===== src/rtl/pnr_pkg.sv =====
package pnr_pkg;

  localparam int LIGHT_BITS   = 8;
  localparam int LEVEL_BITS   = 8;
  localparam int NUM_LIGHTS   = 3;
  localparam int DIV_STEPS    = LEVEL_BITS;
  localparam int CFG_IDX_BITS = 2;

  typedef logic [LIGHT_BITS-1:0] light_t;
  typedef logic [LEVEL_BITS-1:0] level_t;

  localparam level_t LEVEL_MAX = '1;

  typedef enum logic [CFG_IDX_BITS-1:0] {
    CFG_ROW_X = 2'd0,
    CFG_ROW_Y = 2'd1,
    CFG_ROW_Z = 2'd2
  } cfg_reg_t;

  // reset adjugate rows, coefficient 0 first
  localparam int ROW_X_C0 = 2;
  localparam int ROW_X_C1 = -2;
  localparam int ROW_X_C2 = 0;
  localparam int ROW_Y_C0 = 1;
  localparam int ROW_Y_C1 = 1;
  localparam int ROW_Y_C2 = -2;
  localparam int ROW_Z_C0 = 1;
  localparam int ROW_Z_C1 = 1;
  localparam int ROW_Z_C2 = 2;

endpackage


===== src/rtl/pnr_ratio_div.sv =====
module pnr_ratio_div #(
  parameter int NW = 27
) (
  input  logic                  clk,
  input  logic                  rst,
  input  logic                  en,
  input  logic signed [NW-1:0]  num,
  input  logic signed [NW-1:0]  den,
  output pnr_pkg::level_t       level
);

  localparam int RW = NW + pnr_pkg::LEVEL_BITS;
  localparam int DW = NW + 1;
  localparam int NS = pnr_pkg::DIV_STEPS;

  logic [RW-1:0]  rem  [NS+1];
  logic [NW-1:0]  dmag [NS+1];
  pnr_pkg::level_t quo [NS+1];
  logic [NS:0]    kill;
  logic [NS:0]    sat;

  logic signed [RW-1:0] num_x;
  logic [RW-1:0]        a_mag;
  logic signed [DW-1:0] den_x;
  logic [NW-1:0]        d_mag;
  logic                 kill0;
  logic                 sat0;

  // 255*num = 256*num - num
  always_comb begin
    num_x = $signed({num, {pnr_pkg::LEVEL_BITS{1'b0}}}) - RW'(num);
    a_mag = num_x[RW-1] ? RW'(-num_x) : RW'(num_x);
    den_x = DW'(den);
    d_mag = den_x[DW-1] ? NW'(-den_x) : NW'(den_x);
    kill0 = (den == '0) || (num == '0) || (num[NW-1] != den[NW-1]);
    sat0  = a_mag >= (RW'(d_mag) << pnr_pkg::LEVEL_BITS);
  end

  always_ff @(posedge clk) begin
    if (rst) begin
      kill[0] <= 1'b1;
    end else if (en) begin
      kill[0] <= kill0;
    end
  end

  always_ff @(posedge clk) begin
    if (en) begin
      rem[0]  <= a_mag;
      dmag[0] <= d_mag;
      quo[0]  <= '0;
      sat[0]  <= sat0;
    end
  end

  for (genvar k = 0; k < NS; k++) begin : g_step
    localparam int SH = NS - 1 - k;
    logic [RW-1:0] dsh;
    logic          take;

    assign dsh  = RW'(dmag[k]) << SH;
    assign take = rem[k] >= dsh;

    always_ff @(posedge clk) begin
      if (rst) begin
        kill[k+1] <= 1'b1;
      end else if (en) begin
        kill[k+1] <= kill[k];
      end
    end

    always_ff @(posedge clk) begin
      if (en) begin
        rem[k+1]  <= take ? rem[k] - dsh : rem[k];
        dmag[k+1] <= dmag[k];
        quo[k+1]  <= {quo[k][pnr_pkg::LEVEL_BITS-2:0], take};
        sat[k+1]  <= sat[k];
      end
    end
  end

  assign level = kill[NS] ? '0 : (sat[NS] ? pnr_pkg::LEVEL_MAX : quo[NS]);

  a_rem_below_div: assert property (@(posedge clk) disable iff (rst)
    !kill[NS] && !sat[NS] |-> rem[NS] < RW'(dmag[NS]))
    else $error("final remainder not below divisor");

  a_quo_fits: assert property (@(posedge clk) disable iff (rst)
    !kill[0] && !sat[0] |-> rem[0] < (RW'(dmag[0]) << pnr_pkg::LEVEL_BITS))
    else $error("unsaturated quotient exceeds level range");

  a_level_hold: assert property (@(posedge clk) disable iff (rst)
    !en |=> $stable(level))
    else $error("level moved during stall");

endmodule


===== config.mk =====
export PLATFORM = sky130hd
export DESIGN_NAME = pnr_ratio_div
export DESIGN_NICKNAME = d
export VERILOG_FILES = /design/src/rtl/pnr_pkg.sv /design/src/rtl/pnr_ratio_div.sv
export SDC_FILE = /design/constraint.sdc
export NUM_CORES = 1
export LEC_CHECK = 0
export BUFFER_PORTS_ARGS = -buffer_cell sky130_fd_sc_hd__buf_2
export CORE_MARGIN = 3
export CORE_UTILIZATION = 64
export CTS_CLUSTER_DIAMETER = 200
export DETAILED_ROUTE_END_ITERATION = 8
export PLACE_DENSITY = 0.81
export SKIP_CTS_REPAIR_TIMING = 1
export SYNTH_ARGS = -nofsm -noshare
export SYNTH_HDL_FRONTEND = slang
export SYNTH_SLANG_ARGS = --single-unit

===== constraint.sdc =====
create_clock -name clk -period 6.5 [get_ports clk]
set_input_delay 0.325 -clock clk [delete_from_list [all_inputs] [get_ports clk]]
set_output_delay 0.325 -clock clk [all_outputs]
set_load 0.05 [all_outputs]

**Yosys cells after proc, flatten, opt, wreduce, memory -nomap -nowiden**

Memory sizes are Yosys's and may differ from the RTL's.
Index checks and enable logic that the tools add are counted.

- Register bits after elaboration: 18
- RAM bits: 630
- Output and inout port bits: 8
- Word-level logic and storage cells: 60
- Memories: 3

Memories:

| name | words | bits a word | rd ports | clocked after Yosys merged registers in | wr ports | RTL line | text |
|---|---|---|---|---|---|---|---|
| rem | 9 | 35 | 8 | 0 | 9 | pnr_ratio_div.sv:16 | `logic [RW-1:0] rem [NS+1];` |
| dmag | 9 | 27 | 8 | 0 | 9 | pnr_ratio_div.sv:17 | `logic [NW-1:0] dmag [NS+1];` |
| quo | 9 | 8 | 9 | 0 | 9 | pnr_ratio_div.sv:18 | `pnr_pkg::level_t quo [NS+1];` |

- $add $sub $neg: 11
- Order comparisons: 9
- Eq/ne operators: 1
- Muxes and demuxes: 14
- Reduce and logical (&&, ||, !) cells: 4

Operator list:

| operator | count |
|---|---|
| $mux 35 | 9 |
| $sub 35x27->35 | 2 |
| $logic_not 27->1 | 2 |
| $ge 35x27->1 | 1 |
| $ge 35x28->1 | 1 |
| $ge 35x29->1 | 1 |
| $ge 35x30->1 | 1 |
| $ge 35x31->1 | 1 |
| $ge 35x32->1 | 1 |
| $ge 35x33->1 | 1 |
| $ge 35x34->1 | 1 |
| $ge 35x35->1 | 1 |
| $neg 35->35 | 1 |
| $sub 35x28->35 | 1 |
| $sub 35x29->35 | 1 |
| $sub 35x30->35 | 1 |
| $sub 35x31->35 | 1 |
| $sub 35x32->35 | 1 |
| $sub 35x33->35 | 1 |
| $sub 35x34->35 | 1 |
| $mux 27 | 1 |
| $neg 27->27 | 1 |
| $mux 8 | 2 |
| $logic_or 1x1->1 | 2 |
| other kinds (2) | 3 |

**Longest topological paths before layout**

Gate-level depths: netlist of the first run.

- Depth after elaboration: 4
- Gate-level depth with buffers: 24
- Gate-level depth less buffers: 23

**Least setup slack after synthesis of the first run**

No wires, ideal clock.

- Path type: in2reg
- Start: in num[10]
- End: reg sat[0], data pin
- Library setup time: 256 ps
- Arrival time: 4503 ps
- Data required time: 6244 ps
- Slack: 1742 ps
- Stages on the path: 20
- Cell sequence: inv_1 ha_1 clkbuf_1 and3b_1 a211oi_1 o311ai_1 or3_4 or4_4 nor3_4 nand4bb_2 nor2_1 a31oi_1 xnor2_1 ha_1 a21o_1 a21o_1 a221oi_1 o211ai_1 a31o_2 a31o_2

- Longest elaborated chain between the ends: 4

RTL lines:

| item | RTL line | text |
|---|---|---|
| start, declared | pnr_ratio_div.sv:7 | `input logic signed [NW-1:0] num,` |
| $sub 35x27->35 * | pnr_ratio_div.sv:31 | `num_x = $signed({num, {pnr_pkg::LEVEL_BITS{1'b0}}}) - RW'(num);` |
| $neg 35->35 | pnr_ratio_div.sv:32 | `a_mag = num_x[RW-1] ? RW'(-num_x) : RW'(num_x);` |
| $mux 35 * | pnr_ratio_div.sv:32 |  |
| via a_mag[32] | pnr_ratio_div.sv:23 | `logic [RW-1:0] a_mag;` |
| $ge 35x35->1 * | pnr_ratio_div.sv:36 | `sat0 = a_mag >= (RW'(d_mag) << pnr_pkg::LEVEL_BITS);` |
| via sat0 | pnr_ratio_div.sv:27 | `logic sat0;` |
| end signal, assigned | pnr_ratio_div.sv:52 | `sat[0] <= sat0;` |
| end, declared | pnr_ratio_div.sv:20 | `logic [NS:0] sat;` |

Mark *: on every way through the listed nets, which the timed path passes. The rest lies on a longest branch.
A chain may end at the register's enable or synchronous reset.

**Worst setup path after layout of the first run**

- Start: in num[0]
- End: reg sat[0], data pin

The elaborated chain is that of the path after synthesis.

==> flow_summary.json, run 1 <==
{
  "cts-buffers-inserted": 56,
  "p_per_area_nw_per_um2": 422,
  "wl_per_cell_um": 18.9,
  "fin_nets": 3628,
  "drc": 0,
  "synth.distinct_cells": 91,
  "gr-total-overflow": 0,
  "drt_iter0_drc": 1501,
  "status": "finished clean",
  "yosys_warnings": 0,
  "die_y_um": 236,
  "max-cap-violations": 0,
  "cts_tree": "done",
  "grt_setup_unrepaired": "no",
  "tightest_slew_ps": 1220,
  "cts_sinks": 550,
  "insertion_delay_ps": 610,
  "antenna_found_initial": 0,
  "min_period_ps": 5290,
  "dieArea_um2": 55600,
  "rows": 83,
  "drt-pass1-iter-count": 7,
  "avgViaCountPerCell": 6.08,
  "drive_gt1_share_pct": 7.07,
  "required_ps": 6860,
  "placed_cell_area_um2": 34900,
  "initial_core_util_pct": 65.2,
  "skew_ps": 27.6,
  "die-width_um": 236,
  "timing.hold.ws_ps": 35.7,
  "critPathArrivalTime_ps": 5650,
  "synth_edf_count": 541,
  "final_area_um2": 36700,
  "diodes": 0,
  "ys_seq_elements": 550,
  "clk_pin_slew_worst_paths_ps": 70,
  "grt_max_degree": 154,
  "period_share_pct": 81.4,
  "setup-violations-final": 0,
  "syn_to_final_growth_pct": 8.43,
  "htreeDepth": 2,
  "syn_avg_cell_area_um2": 10.5,
  "synth_fp_nets": 3555,
  "endpoint_kind": "register",
  "synth_seq_area_share_pct": 48.6,
  "grt_pass1_wl_mm": 120,
  "num_vias": 24400,
  "cts_root_buffer": "clkbuf_16",
  "clk_path_buf_depth": 3,
  "place_congestion": 0.992,
  "synthFlopType": "edfxtp_1",
  "tns_ps": 0,
  "vdd_drop_max_mv": 0.297,
  "port_buffers": 64,
  "syn_inst": 3220,
  "drt-total-wl_mm": 75.9,
  "core_um2": 51800,
  "grt_usage_pct": 26.6,
  "hold_viol_final": 0,
  "crit_fanout": 12,
  "dpl.hpwl_mm": 58.8,
  "crit_type": "in -> reg",
  "synth.largest_area_cell": "edfxtp_1",
  "grt_pass1_vias": 24000,
  "slew_headroom_pct": 17.7,
  "max_freq_mhz": 189,
  "netlist_area_um2": 33800,
  "cp-start-kind": "input port",
  "maxSlewViolCount": 0,
  "yosys.area.top_type_share_pct": 48.1,
  "yosys-top-cells-area": "edfxtp_1 48%, ha_1 10%, xnor2_1 4.0%",
  "async_flop_share_pct": 0,
  "hp-class": "in -> reg",
  "finalPower_mw": 15.5,
  "ant_nets": 0,
  "p_leak_nw": 15.0,
  "ios": 65
}
[final timing paths]
kind | slack [ps] | cells after the start | start | to
max | 1210 | 18 | num[0] | sat[0]
min | 40 | 1 | num[0] | rem[0][0]
max reg2reg | 1690 | 13 | dmag[0][54] | rem[0][130]
min reg2reg | 420 | 0 | quo[3][3] | quo[3][12]
[worst max-delay path, stage by stage]
cell,delay [ps]
buf_2,150
nor3_1,980
a32oi_1,390
xnor2_1,270
or3_4,380
or4_4,550
nor3_4,300
nand4bb_2,220
nor2_1,180
a31oi_1,120
xnor2_1,230
ha_1,290
a21o_1,180
a21o_1,170
a221oi_1,310
o211ai_1,160
a31o_2,230
a31o_2,210
[state kept, by name, indices dropped and copies added, names as in the netlist]
register,count
rem,280
dmag,216
quo,36
kill,9
sat,9
[metal layers]
layer / vias to the layer above / global-route usage, % / wire (um)
met5: - / 0 / 0
met4: 0 / 15.5 / 4710
met3: 205 / 3.09 / 2810
li1: 12000 / - / -
met2: 744 / 50.5 / 40200
met1: 11500 / 28.2 / 28200
[cell usage after synthesis, types with 18 or more instances]
cell type,count
a211o_1,18
o31ai_1,36
nand3_1,52
nor4_1,24
o21ai_0,210
or3_1,26
nor2_1,205
a31oi_1,40
nand4_1,52
inv_1,339
a21oi_1,245
nand2_1,212
edfxtp_1,541
xnor2_1,155
ha_1,271
nor3_1,61
a211oi_1,19
and3_1,20
nand2b_1,37
o21a_1,39
nor2b_1,49
a21o_1,117
clkbuf_1,55
mux2_2,34
xor2_1,103
[cells by family (layout without fill, tap and decap cells)]
group                    after synthesis  count (layout)  share of synthesized area, %
AO/OA/AOI/OAI                        867             867                          16.2
AND/OR/NAND/NOR                      820             820                          12.2
flip-flops                           550             550                          48.6
buffers and inverters                411             527                          4.66
adder cells (fa/ha/maj)              278             278                          10.4
XOR/XNOR                             258             258                          6.69
multiplexers                          36              36                          1.19
[cell usage in the layout (no fill, tap or decap), types with 103 or more instances in the layout]
master,n
edfxtp_1,541
inv_1,339
nand2_1,212
nor2_1,204
o21ai_0,210
ha_1,271
a21oi_1,244
a21o_1,117
xor2_1,103
xnor2_1,155
[report_power, final]
group / switching, mW / internal, mW
Combinational: 3.82 / 2.87
Clock: 1.28 / 1.79
Sequential: 0.508 / 5.21
[final cells by class]
type | count | area, um2
well taps | 680 | 851
inverters | 342 | 1280
flip-flops and latches | 550 | 16400
multi-input cells | 2259 | 15800
repair buffers | 84 | 495
clock buffers | 69 | 1470
fillers | 3681 | 15200
clock inverters | 32 | 284
[per-stage QoR]
step / util (%) / cells / worst slack, ps
after global placement: 67.3 / 3914 / 735
after detailed placement: 67.3 / 3914 / 646
after CTS: 70.7 / 4015 / 1300
after global routing: 70.7 / 4016 / 883
after floorplan: - / 3220 / 1740
final: 70.7 / 4016 / 1210
Note: power is estimated with default switching activity, not from simulation.
==> inputs of run 2 (changes only) <==
CORE_UTILIZATION = 58   (was 64)
PLACE_DENSITY = 0.77   (was 0.81)
clock period = 4.72 ns   (was 6.5 ns; I/O delays follow)
==> run 2 against run 1 <==
Compared with the run above: the flow now finishes with violations (DRC); cell area increased by 4.0%; register-to-register slack worse by 1200 ps; sequential cell count unchanged; die area increased by 10%; largest power group unchanged; first-iteration DRC count is 25% higher; global-route usage is 1.1 points lower; highest routed layer unchanged.
==> flow_summary.json, run 2 (synthesis results as in run 1) <==
{
  "fin_nets": 3794,
  "status": "finished with violations",
  "clk_pin_slew_worst_paths_ps": 70,
  "layout_common_cells": "541 x edfxtp_1, 339 x inv_1, 270 x ha_1, 244 x a21oi_1, 212 x nand2_1",
  "insertion_delay_ps": 610,
  "initial_core_util_pct": 59.3,
  "seqPwrFrac_pct": 36.4,
  "power_switching_mw": 7.82,
  "clkPwrFrac_pct": 20.0,
  "cts_sinks": 550,
  "largest_reg_flops": 280,
  "endpoint_kind": "register",
  "die-width_um": 247,
  "clk_path_buf_depth": 3,
  "required_ps": 5090,
  "skew_ps": 21.7,
  "gr-total-overflow": 0,
  "hold_viol_final": 0,
  "placedCellCount": 4147,
  "violations": "DRC",
  "seqCellArea_um2": 16400,
  "max_freq_mhz": 217,
  "syn_to_final_growth_pct": 12.8,
  "critPathArrivalTime_ps": 4980,
  "antenna_found_initial": 0,
  "htreeDepth": 2,
  "ant_nets": 0,
  "mostFrequentLayoutCell": "edfxtp_1",
  "cp-start-kind": "input port",
  "slew_headroom_pct": 35.2,
  "wl_per_cell_um": 18.3,
  "grt_max_degree": 121,
  "rows": 87,
  "vdd_drop_max_mv": 0.348,
  "p_comb_share_pct": 43.6,
  "crit_fanout": 6,
  "drt-total-wl_mm": 78.0,
  "grt_pass1_vias": 25100,
  "setup-violations-final": 0,
  "tightest_slew_ps": 960,
  "internal_power_mw": 13.8,
  "hp-class": "in -> reg",
  "dpl.hpwl_mm": 61.4,
  "p_leak_nw": 15.8,
  "switching_share_pct": 36.1,
  "drive_gt1_share_pct": 11.4,
  "drt-pass1-iter-count": 8,
  "avgViaCountPerCell": 5.83,
  "max-cap-violations": 0,
  "grt_setup_unrepaired": "no",
  "maxSlewViolCount": 0,
  "drt_iter0_drc": 1875,
  "placed_cell_area_um2": 36200,
  "dieArea_um2": 61200,
  "n_fill_cell": 4298,
  "regMostFlops": "rem",
  "cts-buffers-inserted": 58,
  "place_congestion": 0.966,
  "core_um2": 57000,
  "period_share_pct": 97.7,
  "grt_usage_pct": 25.4,
  "ios": 65,
  "cts_root_buffer": "clkbuf_16",
  "min_period_ps": 4610,
  "grt_pass1_wl_mm": 124,
  "die_y_um": 247,
  "crit_type": "in -> reg",
  "drc": 2,
  "fin_ws_ps": 108,
  "cts_tree": "done",
  "p_per_area_nw_per_um2": 568,
  "port_buffers": 64,
  "num_vias": 24800,
  "multiInputGateArea_um2": 15800,
  "instances_no_fill": 4262,
  "reg_top3": "rem x280, dmag x216, quo x36",
  "pre_cts_ws_ps": -547,
  "tns_ps": 0,
  "final_area_um2": 38100
}
## run 2: through the flow
stage	hold slack, ps	total power [mW]	util [%]
6_report	7.14	21.7	66.8
4_1_cts	-135	21.7	66.7
3_5_place_dp	405	17.3	63.5
5_1_grt	5.38	23.2	66.8
3_3_place_gp	401	17.0	63.5
2_1_floorplan	335	14.7	-
## run 2: area by class of cell
class	count	area share (%)
Antenna cell	1	0.00656
Clock buffer	81	4.31
Clock inverter	25	0.450
Inverter	342	3.37
Multi-Input combinational cell	2259	41.6
Sequential cell	550	43.1
Tap cell	756	2.48
Timing Repair Buffer	248	4.73
## run 2: worst max-delay path, stage by stage
cell and delay (ps):
buf_2 90, inv_1 60, ha_2 380, and3b_1 190, a211oi_1 190, o311ai_1 200
or3_4 430, or4_4 550, nor3_4 260, nand4bb_2 240, nor2_2 160, a31oi_1 110
xnor2_1 250, ha_1 290, a21o_1 180, a21o_1 180, a221oi_1 280, o211ai_1 230
a31o_2 260, a31o_2 210
## run 2: worst paths after layout
kind               startpoint     endpoint  slack, ps  cells after the start
setup / recovery      num[10]       sat[0]        110                     20
hold / removal         num[0]    rem[0][0]          7                      2
setup reg to reg  rem[0][143]  rem[0][182]        510                     14
hold reg to reg    quo[3][13]    quo[4][6]        410                      0
## run 2: layer usage
metal | up-vias | routed length, um | GRT usage (%)
met4 | 0 | 4780 | 14.4
met1 | 11600 | 29100 | 26.3
met3 | 242 | 2890 | 3.32
li1 | 12300 | - | -
met2 | 669 | 41200 | 49.1
met5 | - | 0 | 0
## run 2: power by group through the flow
| stage | clock network (mW) | registers, mW | logic, mW |
|---|---|---|---|
| 2_1_floorplan | 0 | 7.67 | 6.99 |
| 3_3_place_gp | 0 | 7.92 | 9.05 |
| 3_5_place_dp | 0 | 7.96 | 9.30 |
| 4_1_cts | 4.42 | 7.87 | 9.38 |
| 5_1_grt | 4.63 | 8.01 | 10.5 |
| 6_report | 4.33 | 7.89 | 9.46 |
